**config.mk**
```make
export PLATFORM = sky130hd
export DESIGN_NAME = base64_codec_top_flat
export DESIGN_NICKNAME = d
export VERILOG_FILES = /design/src/rtl/core/b64_pkg.sv /design/src/rtl/core/b64_if.sv /design/src/rtl/core/base64_codec_top.sv /design/src/rtl/core/b64_step.sv /design/src/flat_wrapper.sv
export VERILOG_INCLUDE_DIRS = /design/src /design/src/rtl/core
export SDC_FILE = /design/constraint.sdc
export NUM_CORES = 1
export LEC_CHECK = 0
export ABC_AREA = 1
export BUFFER_PORTS_ARGS = -buffer_cell sky130_fd_sc_hd__buf_2
export CAP_MARGIN = 20
export CORE_UTILIZATION = 35
export DETAILED_ROUTE_END_ITERATION = 6
export HOLD_SLACK_MARGIN = 0.05
export REMOVE_ABC_BUFFERS = 1
export SYNTH_ARGS = -nofsm -noshare
export SYNTH_HDL_FRONTEND = slang
export SYNTH_SLANG_ARGS = --single-unit
export TNS_END_PERCENT = 50
```
**constraint.sdc**
```tcl
create_clock -name clk -period 2.9 [get_ports clk]
set_input_delay 0 -clock clk [delete_from_list [all_inputs] [get_ports clk]]
set_output_delay 0 -clock clk [all_outputs]
set_load 0.05 [all_outputs]
```
**src/rtl/core/assert_macros.svh**
```systemverilog
// Assertion macros for base64_codec_top, the RTL file that carries concurrent checks.
`ifndef ASSERT_MACROS_SVH
`define ASSERT_MACROS_SVH

// Same-cycle implication, disabled while reset is high.
`define AST_IMPL(label, clk, rst, ante, cons) \
  label: assert property (@(posedge clk) disable iff (rst) (ante) |-> (cons)) \
    else $error("same-cycle assertion failed");

// Next-cycle implication, disabled while reset is high.
`define AST_NEXT(label, clk, rst, ante, cons) \
  label: assert property (@(posedge clk) disable iff (rst) (ante) |=> (cons)) \
    else $error("next-cycle assertion failed");

`endif

```
**src/rtl/core/b64_pkg.sv**
```systemverilog
// Package of the Base64 codec: types, the pad character and alphabet functions.
package b64_pkg;

  localparam logic [7:0] PAD_CHAR = 8'h3D;

  typedef struct packed {
    logic [1:0]  pos;
    logic [23:0] held;
    logic        third_pad;
  } st_t;

  typedef struct packed {
    logic [7:0] out_byte;
    logic       run_end;
    logic       stream_end;
    logic       length_error;
  } res_t;

  function automatic logic [7:0] enc_char(input logic [5:0] v);
    logic [7:0] r;
    if (v < 6'd26) begin
      r = {2'b00, v} + 8'd65;
    end else if (v < 6'd52) begin
      r = {2'b00, v} + 8'd71;
    end else if (v < 6'd62) begin
      r = {2'b00, v} - 8'd4;
    end else if (v == 6'd62) begin
      r = 8'h2B;
    end else begin
      r = 8'h2F;
    end
    return r;
  endfunction

  // Anything outside the alphabet, the pad character included, maps to zero.
  function automatic logic [5:0] sextet_of(input logic [7:0] c);
    logic [5:0] r;
    if (c >= 8'h41 && c <= 8'h5A) begin
      r = 6'(c - 8'd65);
    end else if (c >= 8'h61 && c <= 8'h7A) begin
      r = 6'(c - 8'd71);
    end else if (c >= 8'h30 && c <= 8'h39) begin
      r = 6'(c + 8'd4);
    end else if (c == 8'h2B) begin
      r = 6'd62;
    end else if (c == 8'h2F) begin
      r = 6'd63;
    end else begin
      r = 6'd0;
    end
    return r;
  endfunction

endpackage

```
**src/rtl/core/b64_if.sv**
```systemverilog
// Stream interfaces of the Base64 codec: the input channel and the result channel.
interface b64_in_if;
  logic       valid;
  logic       ready;
  logic [7:0] in_byte;
  logic       stream_last;

  modport source (output valid, output in_byte, output stream_last, input ready);
  modport sink (input valid, input in_byte, input stream_last, output ready);
endinterface

interface b64_out_if;
  logic       valid;
  logic       ready;
  logic [7:0] out_byte;
  logic       run_end;
  logic       stream_end;
  logic       length_error;

  modport source (output valid, output out_byte, output run_end, output stream_end,
                  output length_error, input ready);
  modport sink (input valid, input out_byte, input run_end, input stream_end,
                input length_error, output ready);
endinterface

```
**src/rtl/core/base64_codec_top.sv**
```systemverilog
// Top level of the streaming Base64 codec: input register, step logic and result buffer.
//
//  channel   role    payload
//  in_ch     sink    in_byte, stream_last
//  out_ch    source  out_byte, run_end, stream_end, length_error
//  cfg       write   cfg_wdata (direction), strobe cfg_we
//
// A byte is held in the input register until the step logic loads all of its
// results (up to four) into the result buffer at once.
// The result buffer sends one beat a cycle while out_ch.ready is high, through the
// single result port, so a byte's results leave one at a time.
// A new byte is taken while results wait; it enters the step as the last one drains.
// Synchronous reset clears direction, group state and both valid flags.
module base64_codec_top
  import b64_pkg::*;
(
  input  logic        clk,
  input  logic        rst,
  input  logic        cfg_we,
  input  logic        cfg_wdata,
  b64_in_if.sink      in_ch,
  b64_out_if.source   out_ch
);

  `include "assert_macros.svh"

  logic        dir;
  st_t         st;
  st_t         st_next;
  logic        ivld;
  logic [7:0]  ibyte;
  logic        ilast;
  res_t [3:0]  ent;
  res_t [3:0]  step_res;
  logic [2:0]  step_n;
  logic [2:0]  cnt;
  logic        take;
  logic        fire;

  b64_step u_step (
    .st      (st),
    .dir     (dir),
    .in_byte (ibyte),
    .last    (ilast),
    .st_next (st_next),
    .res     (step_res),
    .n       (step_n)
  );

  assign take = (cnt != 3'd0) && out_ch.ready;
  assign fire = ivld && ((cnt == 3'd0) || (cnt == 3'd1 && take));

  assign in_ch.ready         = !ivld || fire;
  assign out_ch.valid        = (cnt != 3'd0);
  assign out_ch.out_byte     = ent[0].out_byte;
  assign out_ch.run_end      = ent[0].run_end;
  assign out_ch.stream_end   = ent[0].stream_end;
  assign out_ch.length_error = ent[0].length_error;

  always_ff @(posedge clk) begin
    if (rst) begin
      dir  <= 1'b0;
      st   <= '0;
      ivld <= 1'b0;
      cnt  <= 3'd0;
    end else begin
      if (cfg_we) begin
        dir <= cfg_wdata;
        st  <= '0;
      end else if (fire) begin
        st <= st_next;
      end
      if (in_ch.valid && in_ch.ready) begin
        ivld <= 1'b1;
      end else if (fire) begin
        ivld <= 1'b0;
      end
      if (fire) begin
        cnt <= step_n;
      end else if (take) begin
        cnt <= cnt - 3'd1;
      end
    end
  end

  always_ff @(posedge clk) begin
    if (in_ch.valid && in_ch.ready) begin
      ibyte <= in_ch.in_byte;
      ilast <= in_ch.stream_last;
    end
    if (fire) begin
      ent <= step_res;
    end else if (take) begin
      ent <= {ent[3], ent[3:1]};
    end
  end

  `AST_IMPL(a_cnt_range, clk, rst, 1'b1, cnt <= 3'd4)
  `AST_NEXT(a_load_count, clk, rst, fire, cnt == $past(step_n))
  `AST_NEXT(a_last_clears, clk, rst, fire && ilast && !cfg_we, st == '0)
  `AST_IMPL(a_error_beat, clk, rst, out_ch.valid && out_ch.length_error,
            out_ch.run_end && out_ch.stream_end && out_ch.out_byte == 8'h00)

endmodule

```
**src/rtl/core/b64_step.sv**
```systemverilog
// Combinational step of the codec: next group state and up to four results per byte.
module b64_step
  import b64_pkg::*;
(
  input  st_t             st,
  input  logic            dir,
  input  logic [7:0]      in_byte,
  input  logic            last,
  output st_t             st_next,
  output res_t [3:0]      res,
  output logic [2:0]      n
);

  always_comb begin
    logic [5:0]  s;
    logic [23:0] held;
    logic [1:0]  pad;
    logic        is_pad;
    st_next = st;
    res     = '0;
    n       = 3'd0;
    is_pad  = (in_byte == PAD_CHAR);
    held    = st.held;
    s       = sextet_of(in_byte);
    pad     = 2'd0;
    if (!dir) begin
      unique case (st.pos)
        2'd0: begin
          held = {in_byte, 16'h0000};
          res[0].out_byte = enc_char(held[23:18]);
          n = 3'd1;
          st_next.pos = 2'd1;
          if (last) begin
            res[1].out_byte = enc_char(held[17:12]);
            res[2].out_byte = PAD_CHAR;
            res[3].out_byte = PAD_CHAR;
            n = 3'd4;
          end
        end
        2'd1: begin
          held = {st.held[23:16], in_byte, 8'h00};
          res[0].out_byte = enc_char(held[17:12]);
          n = 3'd1;
          st_next.pos = 2'd2;
          if (last) begin
            res[1].out_byte = enc_char(held[11:6]);
            res[2].out_byte = PAD_CHAR;
            n = 3'd3;
          end
        end
        default: begin
          held = {st.held[23:8], in_byte};
          res[0].out_byte = enc_char(held[11:6]);
          res[1].out_byte = enc_char(held[5:0]);
          n = 3'd2;
          st_next.pos = 2'd0;
        end
      endcase
    end else begin
      unique case (st.pos)
        2'd0: begin
          held = {s, 18'h00000};
          st_next.third_pad = 1'b0;
          st_next.pos = 2'd1;
        end
        2'd1: begin
          held = st.held | {6'h00, s, 12'h000};
          st_next.pos = 2'd2;
        end
        2'd2: begin
          held = st.held | {12'h000, s, 6'h00};
          st_next.third_pad = is_pad;
          st_next.pos = 2'd3;
        end
        default: begin
          held = st.held | {18'h00000, s};
          st_next.pos = 2'd0;
          if (last) begin
            pad = {1'b0, is_pad} + {1'b0, st.third_pad};
          end
          res[0].out_byte = held[23:16];
          res[1].out_byte = held[15:8];
          res[2].out_byte = held[7:0];
          n = 3'd3 - {1'b0, pad};
        end
      endcase
      // A stream that stops inside a group yields a single error beat.
      if (st.pos != 2'd3 && last) begin
        res[0].length_error = 1'b1;
        n = 3'd1;
      end
    end
    st_next.held = held;
    if (last) begin
      st_next = '0;
    end
    for (int i = 0; i < 4; i++) begin
      res[i].run_end    = (3'(i) == n - 3'd1);
      res[i].stream_end = (3'(i) == n - 3'd1) && last;
    end
  end

endmodule
```
**src/flat_wrapper.sv**
```systemverilog
// flat-port wrapper written by rule: the top's interface ports become plain ports
module base64_codec_top_flat import b64_pkg::*;
  (clk, rst, cfg_we, cfg_wdata, in_ch_valid, in_ch_in_byte, in_ch_stream_last, in_ch_ready, out_ch_valid, out_ch_out_byte, out_ch_run_end, out_ch_stream_end, out_ch_length_error, out_ch_ready);
  b64_in_if in_ch_i ();
  b64_out_if out_ch_i ();
  input  logic clk;
  input  logic rst;
  input  logic cfg_we;
  input  logic cfg_wdata;
  input wire logic [$bits(in_ch_i.valid)-1:0] in_ch_valid;
  input wire logic [$bits(in_ch_i.in_byte)-1:0] in_ch_in_byte;
  input wire logic [$bits(in_ch_i.stream_last)-1:0] in_ch_stream_last;
  output wire logic [$bits(in_ch_i.ready)-1:0] in_ch_ready;
  output wire logic [$bits(out_ch_i.valid)-1:0] out_ch_valid;
  output wire logic [$bits(out_ch_i.out_byte)-1:0] out_ch_out_byte;
  output wire logic [$bits(out_ch_i.run_end)-1:0] out_ch_run_end;
  output wire logic [$bits(out_ch_i.stream_end)-1:0] out_ch_stream_end;
  output wire logic [$bits(out_ch_i.length_error)-1:0] out_ch_length_error;
  input wire logic [$bits(out_ch_i.ready)-1:0] out_ch_ready;
  assign in_ch_i.valid = in_ch_valid;
  assign in_ch_i.in_byte = in_ch_in_byte;
  assign in_ch_i.stream_last = in_ch_stream_last;
  assign in_ch_ready = in_ch_i.ready;
  assign out_ch_valid = out_ch_i.valid;
  assign out_ch_out_byte = out_ch_i.out_byte;
  assign out_ch_run_end = out_ch_i.run_end;
  assign out_ch_stream_end = out_ch_i.stream_end;
  assign out_ch_length_error = out_ch_i.length_error;
  assign out_ch_i.ready = out_ch_ready;
  base64_codec_top u_core (.clk(clk), .rst(rst), .cfg_we(cfg_we), .cfg_wdata(cfg_wdata), .in_ch(in_ch_i), .out_ch(out_ch_i));
endmodule
```
-- Word-level counts from Yosys, hierarchy flattened
Index checks and enable logic that the tools add are counted.
- flip-flop bits (word level): 82
- bits of input ports: 15
- output and inout bits: 13
- logic and storage cells: 188
- add/sub/neg operators: 25
- order comparisons: 24
- eq/ne operators: 15
- mux-type cells: 67
- bitwise gates (word level): 3
- reductions and logical operators: 31
- operator list (kind ; count):
    8-bit 2-to-1 mux ; 26
    6-bit by 7-bit adder with 8-bit output (second input constant) ; 12
    6-bit < comparator (second input constant) ; 12
    24-bit one-hot mux with 3 select lines ; 1
    6-bit 2-to-1 mux ; 9
    24-bit one-hot mux with 2 select lines ; 1
    44-bit 2-to-1 mux ; 1
    6-bit by 3-bit subtractor with 7-bit output (second input constant) ; 6
    6-bit by 5-bit < comparator with 1-bit output (second input constant) ; 6
    33-bit 2-to-1 mux ; 1
    8-bit one-hot mux with 2 select lines ; 2
    3-bit 2-to-1 mux ; 10
    27-bit 2-to-1 mux ; 1
    6-bit equality test (second input constant) ; 4
    8-bit by 6-bit equality test with 1-bit output (second input constant) ; 3
    24-bit 2-to-1 mux ; 1
    24-bit by 12-bit bitwise OR with 24-bit output ; 1
    24-bit by 18-bit bitwise OR with 24-bit output ; 1
    24-bit by 6-bit bitwise OR with 24-bit output ; 1
    8-bit by 7-bit >= comparator with 1-bit output (second input constant) ; 2
    8-bit by 7-bit less-or-equal comparator with 1-bit output (second input constant) ; 2
    1-bit logical AND ; 12
    2-bit 2-to-1 mux ; 5
    3-bit nonzero test ; 3
    30 further kinds ; 42

-- Logic depth before layout (Yosys ltp)
Gate-level depths: netlist of the first run.
- word-level depth: 13
- gate-level depth with buffers: 19
- mapped depth without buffers: 18

-- Hierarchy
A second synthesis of the first run with hierarchy kept.
- cell total of the unflattened synthesis: 1058
- area total of the unflattened synthesis: 7253.2 um^2
- modules (own cells, without submodules) (module ; times used ; cells an instance ; area an instance (um^2)):
    b64_step ; 1 ; 701 ; 3794.9
    base64_codec_top ; 1 ; 357 ; 3458.3

-- Worst setup path after synthesis of the first run
OpenSTA, ideal clock, no wires.
- kind: register -> register
- start point: reg u_core.cnt[0]
- end point: reg u_core.cnt[2]
- setup time: 127 ps
- arrival: 2289 ps
- required time: 2773 ps
- setup slack: 484 ps
- stages on the path, launching flop included: 9
- path buffers: 0
- clock period less this slack: 2416 ps
- path through: dfxtp_1 inv_1 ha_1 nand2_1 nand2_1 nand2_1 inv_1 nor3_1 a211oi_1
- longest elaborated chain between the ends: 6
- ends and longest elaborated chain (what ; RTL line ; RTL):
    start: declaration ; base64_codec_top.sv:36 ; logic [2:0] cnt;
    start signal: assignment ; base64_codec_top.sv:79 ; cnt <= step_n;
    start signal: assignment ; base64_codec_top.sv:81 ; cnt <= cnt - 3'd1;
    3-bit nonzero test (*) ; n/a ;
    named net out_ch_valid ; flat_wrapper.sv:14 ; output wire logic [$bits(out_ch_i.valid)-1:0] out_ch_valid;
    1-bit logical AND (*) ; base64_codec_top.sv:50 ; assign take = (cnt != 3'd0) && out_ch.ready;
    1-bit logical AND ; base64_codec_top.sv:51 ; assign fire = ivld && ((cnt == 3'd0) || (cnt == 3'd1 && take));
    1-bit logical OR ; base64_codec_top.sv:51 ;
    1-bit logical AND ; base64_codec_top.sv:51 ;
    3-bit 2-to-1 mux / 2-bit nonzero test (equally long branches) ; n/a ;
Mark *: on every way through the listed nets, which the timed path passes. The rest lies on a longest branch. The select of a mux whose other input is x is not followed.
A chain may end at the register's enable or synchronous reset.

-- Worst setup path in the final report of the first run
- start point: reg u_core.ibyte[3]
- end point: reg u_core.ent[20] (netlist bit) (data pin)
- longest elaborated chain between the ends: 8
- ends and longest elaborated chain (what ; RTL line ; RTL):
    start: declaration ; base64_codec_top.sv:31 ; logic [7:0] ibyte;
    start signal: assignment ; base64_codec_top.sv:88 ; ibyte <= in_ch.in_byte;
    6-bit by 3-bit subtractor with 7-bit output / 6-bit < comparator (equally long branches) ; b64_pkg.sv:26, b64_pkg.sv:25 ;
    8-bit 2-to-1 mux ; b64_pkg.sv:25 ; end else if (v < 6'd62) begin
    8-bit 2-to-1 mux ; b64_pkg.sv:23 ; end else if (v < 6'd52) begin
    8-bit 2-to-1 mux ; b64_pkg.sv:21 ; if (v < 6'd26) begin
    8-bit 2-to-1 mux ; b64_step.sv:45 ; if (last) begin
    8-bit one-hot mux with 2 select lines (*) ; b64_step.sv:27 ; unique case (st.pos)
    8-bit 2-to-1 mux (*) ; b64_step.sv:26 ; if (!dir) begin
    44-bit 2-to-1 mux (*) ; base64_codec_top.sv:91 ; if (fire) begin
    end signal: assignment ; base64_codec_top.sv:92 ; ent <= step_res;
    end signal: assignment ; base64_codec_top.sv:94 ; ent <= {ent[3], ent[3:1]};
    end: declaration ; base64_codec_top.sv:33 ; res_t [3:0] ent;
Every way passes the cells marked *; elsewhere a longest branch is shown, timed or not. The select of a mux whose other input is x is not followed.

==> flow_metrics.tcl, run 1 <==
set metrics [dict create \
    io_pins 28 \
    gp_congestion 0.976 \
    clockBufferDepth 2 \
    drt-total-wl_um 20100 \
    drive_gt1_frac 0.146 \
    cts_tree "built" \
    power_mw 5.17 \
    grt_pass1_wl_um 31700 \
    slew_viol_final 0 \
    cp-startpoint "u_core.ibyte[3]$_DFFE_PP_" \
    synthTopCellsByArea "edfxtp_1 (21%), nand2_1 (12%), dfxtp_1 (11%)" \
    ff2ff_setup_slack_ps 370 \
    die_x_um 134 \
    cp.arrival_ps 2710 \
    endpoint_kind "flip-flop" \
    rsz0062_at_grt "no" \
    synth_seq_area_share 0.318 \
    path_buf_inv 2 \
    dpl-instance-area_sq_um 6530 \
    dieArea_sq_um 17900 \
    cp-start-kind "flip-flop" \
    worstRegToRegCells 10 \
    wl_per_cell_um 17.8 \
    fin_setup_tns_ps 0 \
    maxCapViolations 0 \
    drcViolationCount 0 \
    postCtsSetupBuffers 0 \
    worst_pin_slew_ps 530 \
    avgSynthCellArea_sq_um 7.08 \
    synth_edf_count 43 \
    cp.depth 10 \
    clk_pin_slew_ps 60 \
    hold_viol_final 0 \
    relSlewSlack 0.646 \
    cpLargestDelayFamily "compound AO/OA/AOI/OAI gates" \
    hold_path.class "in2reg" \
    vias 6277 \
    utilization 0.417 \
    ys.flop_type "edfxtp_1" \
    grt_antenna_before_repair 0 \
    numCtsBuffers 9 \
    cp_cell_sequence "ha_1 -> inv_2 -> nand2_4 -> a21oi_4 -> inv_1 -> a21oi_1 -> a21oi_1 -> o21ai_0 -> a22oi_1 -> o21ai_0" \
    die_h_um 134 \
    drtIter0Drc 753 \
    ys_ff_latch 75 \
    nets 953 \
    coreArea_sq_um 16800 \
    postRouteAntennaNets 0 \
    viasPerCell 5.55 \
    cpPeakStageDelay_ps 500 \
    crit_slowest_cell "edfxtp_1" \
    path_max_fanout 8 \
    status "complete, no violations" \
    num_antenna_cells 0 \
    crit_path_end "u_core.ent[20]$_DFFE_PP_" \
    start_util 0.363 \
    io_buffers 27 \
    async_reset_ff_frac 0 \
    vdd_ir_drop_max_mv 0.895 \
    clock.fmax_mhz 396 \
    grt_pass1_vias 5782 \
    grt_use_total 0.229 \
    grt_max_degree 43 \
    clock_sinks 75 \
    fin_area_sq_um 6980 \
    yosysTopAreaCellShare 0.212 \
    ys_types 54 \
    timing.final.crit_share 0.871 \
    finalSetupViolCount 0 \
    r2r_end "u_core.ent[20]$_DFFE_PP_" \
    r2r-start "u_core.ibyte[3]$_DFFE_PP_" \
    clk_latency_ps 350 \
    dp_hpwl_um 15200 \
    p_leak_nw 2.96 \
    required_ps 3090 \
    synth_area_sq_um 6080 \
    worstSetupPathType "reg2reg" \
    rows 47 \
    gr-total-overflow 0 \
    ys_warn_count 0 \
    area_growth_pct 14.8 \
    netlist_instances 859 \
    power_density_nw_per_um2 740 \
    clock_skew_ps 4.89 \
    first_pass_iters 5 \
    holdWs_ps 64.9 \
    h-tree-depth 3 \
    clock-root-buffer "clkbuf_16" \
    period_needed_ps 2530 \
    yosysTopAreaCell "edfxtp_1" \
]
==> worst register-to-register path: stages, from the launching register on <==
cell and delay, ps:
edfxtp_1 500, ha_1 360, inv_2 190, nand2_4 90
a21oi_4 230, inv_1 180, a21oi_1 150, a21oi_1 50
o21ai_0 300, a22oi_1 120, o21ai_0 190
==> sequential cells by signal (all words and copies together), names as in the netlist <==
signal / cells
u_core.out_ch.run_end: 1
u_core.ilast: 1
u_core.cnt: 3
u_core.out_ch.out_byte: 8
u_core.out_ch.stream_end: 1
u_core.ent: 23
u_core.ibyte: 8
u_core.out_ch.length_error: 1
u_core.st: 27
u_core.ivld: 1
u_core.dir: 1
==> timing repair <==
action | in CTS | in global routing
hold endpoints to repair | 14 | 0
gates resized for setup | 0 | 0
hold buffers | 14 | 0
==> layer usage <==
layer  part of all wire  GRT usage  up-vias
li1                   -          -     3021
met1               0.45      0.309     2909
met2               0.44      0.349      292
met3              0.073     0.0469       55
met4              0.039      0.111        0
met5                  0          0        -
==> cells in the mapped netlist, types with 3 or more instances <==
| cell type | instances |
|---|---|
| nor2_1 | 62 |
| a22oi_1 | 3 |
| buf_6 | 3 |
| dfxtp_1 | 32 |
| nor2_4 | 3 |
| a21oi_1 | 83 |
| nand4_1 | 13 |
| ha_1 | 32 |
| o22ai_1 | 3 |
| buf_4 | 18 |
| inv_1 | 77 |
| edfxtp_1 | 43 |
| nand2_2 | 14 |
| nor2_2 | 5 |
| o31ai_1 | 3 |
| inv_2 | 13 |
| o21ai_1 | 9 |
| a31oi_1 | 6 |
| nand2_1 | 197 |
| o221ai_1 | 3 |
| nand3_2 | 6 |
| nor3_1 | 11 |
| o211ai_1 | 19 |
| buf_2 | 12 |
| xnor2_1 | 4 |
| nand3b_1 | 5 |
| clkbuf_1 | 8 |
| nand3_1 | 61 |
| xor2_1 | 12 |
| nand2_4 | 3 |
| o21ai_0 | 64 |
| a211oi_1 | 4 |
==> area by class of cell <==
cell class,count,area [sq um]
clock buffer,9,225
clock inverter,6,91.3
fill,1743,9780
inverter,92,345
multi-input combinational,648,3530
sequential,75,1930
tap,220,275
timing repair buffer,80,581
==> power breakdown <==
part	internal, mW	leakage (nW)	switching [mW]
combinational	0.674	2.14	1.65
clock	0.749	0.144	0.456
sequential	1.53	0.675	0.116
total	2.95	2.96	2.22
==> stage by stage <==
step                cells  setup WS (ps)
floorplan             815           96.8
detailed placement   1101            419
finish               1130            374
CTS                  1130            396
global route         1130            167
global placement     1101            445
==> kinds of logic (layout without fill, tap and decap cells) <==
logic type	count (synthesis)	count (layout)	synth area share
compound gates	216	216	0.208
xor+xnor	16	16	0.0230
fa+ha+maj	32	32	0.0658
buf+inv	136	187	0.101
flops	75	75	0.318
simple gates	384	384	0.284
==> how the worst min path moves through the flow <==
stage                      start                          to  slack (ps)  cells after the start
3_5_place_dp    in_ch_in_byte[6]   u_core.ibyte[6]$_DFFE_PP_         180                      1
6_report            out_ch_ready    u_core.ivld$_SDFFE_PP0P_          60                      4
4_1_cts             out_ch_ready    u_core.ivld$_SDFFE_PP0P_          60                      4
3_3_place_gp   in_ch_stream_last      u_core.ilast$_DFFE_PP_         180                      1
2_1_floorplan                rst  u_core.cnt[1]$_SDFFE_PP0P_          70                      1
5_1_grt             out_ch_ready    u_core.ivld$_SDFFE_PP0P_         100                      4
==> cell usage in the layout (no fill, tap or decap), types with 4 or more instances in the layout <==
master / count
nor2_1: 62
nor3_1: 11
a21oi_1: 83
xnor2_1: 4
xor2_1: 12
nor2_2: 5
ha_1: 32
inv_2: 13
dlygate4sd3_1: 14
nand3_2: 6
dfxtp_1: 32
nand2_2: 14
nand2_1: 197
o21ai_0: 64
nand3b_1: 5
a31oi_1: 6
inv_1: 77
edfxtp_1: 43
buf_4: 38
o211ai_1: 19
clkbuf_16: 9
buf_2: 27
a211oi_1: 4
nand4_1: 13
o21ai_1: 9
nand3_1: 61
(Power assumes the default switching activity.)
==> run 2: changes to the inputs <==
--- a/config.mk
+++ b/config.mk
@@ -6,12 +6,12 @@
 export SDC_FILE = /design/constraint.sdc
 export NUM_CORES = 1
 export LEC_CHECK = 0
-export ABC_AREA = 1
 export BUFFER_PORTS_ARGS = -buffer_cell sky130_fd_sc_hd__buf_2
 export CAP_MARGIN = 20
 export CORE_UTILIZATION = 35
 export DETAILED_ROUTE_END_ITERATION = 6
 export HOLD_SLACK_MARGIN = 0.05
+export PLACE_DENSITY_LB_ADDON = 0.1
 export REMOVE_ABC_BUFFERS = 1
 export SYNTH_ARGS = -nofsm -noshare
 export SYNTH_HDL_FRONTEND = slang
==> run 2 against run 1 <==
- cell count fell by 6.5%
- combinational power barely moved
- power rose by 0.80%
- largest power group unchanged
- highest routed layer unchanged
==> flow_metrics.tcl, run 2 <==
set metrics [dict create \
    final_cells 1057 \
    power_mw 5.21 \
    avgSynthCellArea_sq_um 7.94 \
    largest_register_ffs 27 \
    synth_edf_count 43 \
    clockBufferDepth 2 \
    die_x_um 135 \
    top_regs "u_core.st x27, u_core.ent x23" \
    rsz0062_at_grt "no" \
    first_pass_iters 5 \
    finalSetupViolCount 0 \
    r2r_end "u_core.ent[27]$_DFFE_PP_" \
    h-tree-depth 3 \
    ys.flop_type "edfxtp_1" \
    dp_hpwl_um 18200 \
    wl_per_cell_um 22.5 \
    clk_latency_ps 350 \
    yosysTopAreaCellShare 0.209 \
    period_needed_ps 2720 \
    coreArea_sq_um 17300 \
    ys_ff_latch 75 \
    drt-total-wl_um 23800 \
    clock_skew_ps 5.79 \
    pre_cts_slack_ps 168 \
    final_cell_mix "a21oi_1 (82), nand2_1 (72), nor2_1 (70)" \
    cp-start-kind "flip-flop" \
    dieArea_sq_um 18200 \
    die_h_um 135 \
    hold_start "out_ch_ready" \
    io_buffers 27 \
    grt_max_degree 45 \
    num_antenna_cells 0 \
    synth_seq_area_share 0.312 \
    crit_top_cell "buf_4" \
    ys_types 80 \
    gr-total-overflow 0 \
    vias 6380 \
    numCtsBuffers 9 \
    drcViolationCount 0 \
    slew_viol_final 0 \
    cts_tree "built" \
    start_util 0.358 \
    rows 48 \
    cp_cell_sequence "ha_1 -> buf_4 -> nor4bb_1 -> o2bb2ai_2 -> nor2_1 -> buf_4 -> o21ai_1 -> o22a_1 -> a21oi_1" \
    endpoint_kind "flip-flop" \
    status "complete, no violations" \
    nets 875 \
    drive_gt1_frac 0.151 \
    p_leak_nw 2.70 \
    relSlewSlack 0.397 \
    hold-path-cell-count 4 \
    regMostFlops "u_core.st" \
    holdPathEnd "u_core.cnt[2]$_SDFFE_PP0P_" \
    worstRegToRegCells 9 \
    power_density_nw_per_um2 719 \
    vdd_ir_drop_max_mv 0.472 \
    drtIter0Drc 544 \
    yosysTopAreaCell "edfxtp_1" \
    placed_cells_incl_taps 1025 \
    io_pins 28 \
    synthTopCellsByCount "a21oi_1 (82), nand2_1 (72), nor2_1 (70)" \
    timing.final.crit_share 0.937 \
    gp_congestion 0.954 \
    synthTopCellsByArea "edfxtp_1 (21%), dfxtp_1 (10%), a21oi_1 (6.6%)" \
    grt_use_total 0.270 \
    netlist_instances 779 \
    postRouteAntennaNets 0 \
    hold_viol_final 0 \
    ys_warn_count 0 \
    maxCapViolations 0 \
    clk_pin_slew_ps 60 \
    grt_pass1_wl_um 36400 \
    cpPeakStageDelay_ps 440 \
    cts_resized 0 \
    clock.fmax_mhz 368 \
    clock-root-buffer "clkbuf_16" \
    path_max_fanout 7 \
    clock_sinks 75 \
    cp.arrival_ps 2790 \
    hold_path.class "in2reg" \
    grt_pass1_vias 6005 \
    synth_area_sq_um 6190 \
    worst_pin_slew_ps 894 \
    ff2ff_setup_slack_ps 180 \
    grt_antenna_before_repair 0 \
    worstSetupPathType "reg2reg" \
    setup_slack_ps 181 \
    r2r-start "u_core.ibyte[5]$_DFFE_PP_" \
    synth_most_common_cell "a21oi_1" \
    async_reset_ff_frac 0 \
    mostFrequentLayoutCell "a21oi_1" \
    crit_slowest_cell "edfxtp_1" \
    fin_setup_tns_ps 0 \
    required_ps 2970 \
    area_growth_pct 17.1 \
    viasPerCell 6.04 \
]
[run 2: cell count changes after synthesis, moves of 16 or more]
cell,delta
nand2_1,-125
inv_1,-57
nand3_1,-31
clkbuf_1,+22
nor3_1,+22
xnor2_1,+16
[run 2: cell families after synthesis]
group / count (synthesis) / share of synthesized area
AO/OA/AOI/OAI: 269 / 0.289
adder cells (fa/ha/maj): 32 / 0.0647
XOR/XNOR: 21 / 0.0297
buffers and inverters: 91 / 0.0665
multiplexers: 5 / 0.00809
AND/OR/NAND/NOR: 286 / 0.230
flip-flops: 75 / 0.312
[run 2: layout make-up]
type	count	area [sq um]
Clock buffer	9	225
Clock inverter	6	88.8
Fill cell	1767	10000
Inverter	24	90.1
Multi-Input combinational cell	613	3840
Sequential cell	75	1930
Tap cell	225	282
Timing Repair Buffer	105	786
[run 2: through the flow]
step	cell area, sq um	hold slack [ps]	util
after floorplan	5870	69.1	-
after detailed placement	6770	178	0.391
final	7250	69.9	0.419
after global placement	6770	178	0.391
after global routing	7250	98.4	0.419
after CTS	7240	66.0	0.419
[run 2: how the worst max path moves through the flow]
| stage | startpoint | end | slack (ps) | depth (start not counted) |
|---|---|---|---|---|
| floorplan | u_core.cnt[0]$_SDFFE_PP0P_ | u_core.st[1]$_SDFFE_PP0P_ | -230 | 9 |
| global placement | u_core.ibyte[5]$_DFFE_PP_ | u_core.ent[27]$_DFFE_PP_ | 140 | 9 |
| detailed placement | u_core.ibyte[5]$_DFFE_PP_ | u_core.ent[27]$_DFFE_PP_ | 170 | 9 |
| CTS | u_core.ibyte[5]$_DFFE_PP_ | u_core.ent[27]$_DFFE_PP_ | 150 | 9 |
| global route | u_core.ibyte[5]$_DFFE_PP_ | u_core.ent[27]$_DFFE_PP_ | 30 | 9 |
| finish | u_core.ibyte[5]$_DFFE_PP_ | u_core.ent[27]$_DFFE_PP_ | 180 | 9 |
[run 2: timing repair]
item                       in CTS  in global routing
hold buffers                   16                  0
hold endpoints to repair       17                  0
setup buffers                   0                  1
setup endpoints to repair       0                  1
[run 2: power breakdown]
part | total (mW) | internal [mW] | switching, mW
clock | 1.21 | 0.750 | 0.465
sequential | 1.66 | 1.54 | 0.118
combinational | 2.34 | 0.710 | 1.63
total | 5.21 | 3.00 | 2.21
[run 2: worst max-delay path, delay by kind of cell, from the launching register on]
family	cells	cell delay, ps
AO/OA/AOI/OAI	4	890
flip-flops	1	440
AND/OR/NAND/NOR	2	430
adder cells (fa/ha/maj)	1	310
buffers and inverters	2	370
[run 2: layer usage]
metal / vias to the layer above / global-route usage / part of all wire
li1: 2992 / - / -
met1: 3026 / 0.372 / 0.44
met2: 321 / 0.410 / 0.44
met3: 41 / 0.0627 / 0.084
met4: 0 / 0.0980 / 0.029
met5: - / 0 / 0
==> run 3: changes to the inputs <==
--- a/config.mk
+++ b/config.mk
@@ -8,6 +8,7 @@
 export LEC_CHECK = 0
 export BUFFER_PORTS_ARGS = -buffer_cell sky130_fd_sc_hd__buf_2
 export CAP_MARGIN = 20
+export CORE_MARGIN = 8
 export CORE_UTILIZATION = 35
 export DETAILED_ROUTE_END_ITERATION = 6
 export HOLD_SLACK_MARGIN = 0.05
==> run 3 against run 2 <==
- cell count is 0.66% higher
- worst hold slack improved by 31 ps
- power shrank 2.0%
- core utilization rose by 0.11 points
- clock skew up 5.0 ps
- combinational power about the same
- wire length down 3.3%
- die area is 22% higher
- critical path depth is 1 lower
- critical path type unchanged
- largest power group unchanged
==> flow_metrics.tcl, run 3 (synthesis gave the netlist of run 2 again) <==
set metrics [dict create \
    holdWs_ps 101 \
    drcViolationCount 0 \
    cpLargestDelayFamily "compound AO/OA/AOI/OAI gates" \
    crit_slowest_cell "o311a_4" \
    wl_per_cell_um 21.7 \
    cp_cell_sequence "inv_1 -> ha_1 -> nand3_1 -> o31ai_4 -> nor3_2 -> o311a_4 -> nor2_1 -> a21oi_1" \
    period_needed_ps 2780 \
    maxCapViolations 0 \
    hold_viol_final 0 \
    io_pins 28 \
    finalSetupViolCount 0 \
    relSlewSlack 0.450 \
    rsz0062_at_grt "no" \
    numCtsBuffers 9 \
    mostFrequentLayoutCell "a21oi_1" \
    endpoint_kind "flip-flop" \
    netSwitchingPower_mw 2.19 \
    path_max_fanout 7 \
    drtIter0Drc 705 \
    rows 48 \
    vias 6487 \
    pwr-share-comb 0.454 \
    dpl-instance-area_sq_um 6810 \
    gp_congestion 0.945 \
    clock_sinks 75 \
    p_leak_nw 2.71 \
    grt_pass1_vias 6222 \
    grt_antenna_before_repair 0 \
    multi_input_area_sq_um 3850 \
    io_buffers 27 \
    path_buf_inv 1 \
    dieArea_sq_um 22200 \
    clkPwrFrac 0.222 \
    viasPerCell 6.10 \
    clock-root-buffer "clkbuf_16" \
    clk_pin_slew_ps 70 \
    power_density_nw_per_um2 703 \
    clock_skew_ps 10.8 \
    area_growth_pct 17.4 \
    top_regs "u_core.st x27, u_core.ent x23" \
    slew_viol_final 0 \
    regMostFlops "u_core.st" \
    clock.fmax_mhz 360 \
    timing.final.crit_share 0.957 \
    coreArea_sq_um 17300 \
    drive_gt1_frac 0.159 \
    grt_use_total 0.207 \
    worst_pin_slew_ps 826 \
    nets 881 \
    vdd_ir_drop_max_mv 0.426 \
    h-tree-depth 3 \
    status "complete, no violations" \
    start_util 0.358 \
    grt_pass1_wl_um 35600 \
    final_cell_mix "a21oi_1 (82), nand2_1 (72), nor2_1 (69)" \
    num_antenna_cells 0 \
    placed_cells_incl_taps 1032 \
    drt-total-wl_um 23000 \
    seqPwrFrac 0.324 \
    hold_path.class "in2reg" \
    required_ps 2980 \
    sw_frac_of_total 0.428 \
    gr-total-overflow 0 \
    cts_tree "built" \
    postCtsSetupBuffers 0 \
    die_h_um 149 \
    final-seq-area_sq_um 1930 \
    dp_hpwl_um 17500 \
    postRouteAntennaNets 0 \
    largest_register_ffs 27 \
    clockBufferDepth 2 \
    clk_latency_ps 350 \
    fillCellCount 1770 \
    cpPeakStageDelay_ps 430 \
    fin_setup_tns_ps 0 \
    fin_area_sq_um 7270 \
    first_pass_iters 5 \
    cp-start-kind "flip-flop" \
    worstSetupPathType "reg2reg" \
    final_cells 1064 \
    internal_power_mw 2.92 \
    cp.arrival_ps 2860 \
    grt_max_degree 35 \
    die_x_um 149 \
]
-- run 3: changes by cell type in the layout (fill, tap and decap cells not counted), sizes merged --
cell      delta
clkinv       +2
buf          +6
bufinv       -1
clkinvlp     -1
clkbuf       +1
-- run 3: final cells by class --
type / instances / share of cell area
clock buffers: 10 / 0.0315
flip-flops and latches: 75 / 0.266
well taps: 225 / 0.0387
inverters: 24 / 0.0124
multi-input cells: 613 / 0.530
repair buffers: 111 / 0.113
clock inverters: 6 / 0.00878
-- run 3: final timing paths --
| check | endpoint | slack, ps | start | cells past startpoint |
|---|---|---|---|---|
| setup / recovery | u_core.ent[30]$_DFFE_PP_ | 120 | u_core.ibyte[6]$_DFFE_PP_ | 8 |
| hold / removal | u_core.cnt[2]$_SDFFE_PP0P_ | 100 | out_ch_ready | 4 |
| setup reg to reg | u_core.ent[30]$_DFFE_PP_ | 120 | u_core.ibyte[6]$_DFFE_PP_ | 8 |
| hold reg to reg | u_core.st[0]$_SDFFE_PP0P_ | 520 | u_core.st[0]$_SDFFE_PP0P_ | 2 |
-- run 3: per-layer routing --
metal / part of all wire / global-route usage
met3: 0.079 / 0.0513
met1: 0.46 / 0.280
met4: 0.024 / 0.0596
met5: 0 / 0
met2: 0.44 / 0.320
-- run 3: tightest hold or removal path, delay by kind of cell --
| kind | cells | cell delay [ps] |
|---|---|---|
| AO/OA/AOI/OAI | 1 | 70 |
| XOR/XNOR | 1 | 120 |
| AND/OR/NAND/NOR | 1 | 80 |
| buffers and inverters | 1 | 120 |
-- run 3: what timing repair did --
| item | CTS | global route |
|---|---|---|
| setup endpoints to repair | 0 | 1 |
| hold buffers | 16 | 0 |
| gates resized for setup | 0 | 1 |
| hold endpoints to repair | 15 | 0 |
-- run 3: metrics by stage --
step                      utilization  setup WS, ps  total power [mW]
after floorplan                     -          -228              3.15
after global placement          0.394           155              3.94
after detailed placement        0.394           175              3.96
after CTS                       0.420           150              5.11
after global routing            0.420          12.6              5.39
final                           0.420           125              5.11
-- run 3: power by group through the flow --
stage          logic (mW)  clock network (mW)  registers (mW)
4_1_cts              2.30                1.15            1.66
5_1_grt              2.52                1.19            1.69
3_5_place_dp         2.28                   0            1.68
2_1_floorplan        1.17                   0            1.98
3_3_place_gp         2.26                   0            1.68
6_report             2.32                1.13            1.65
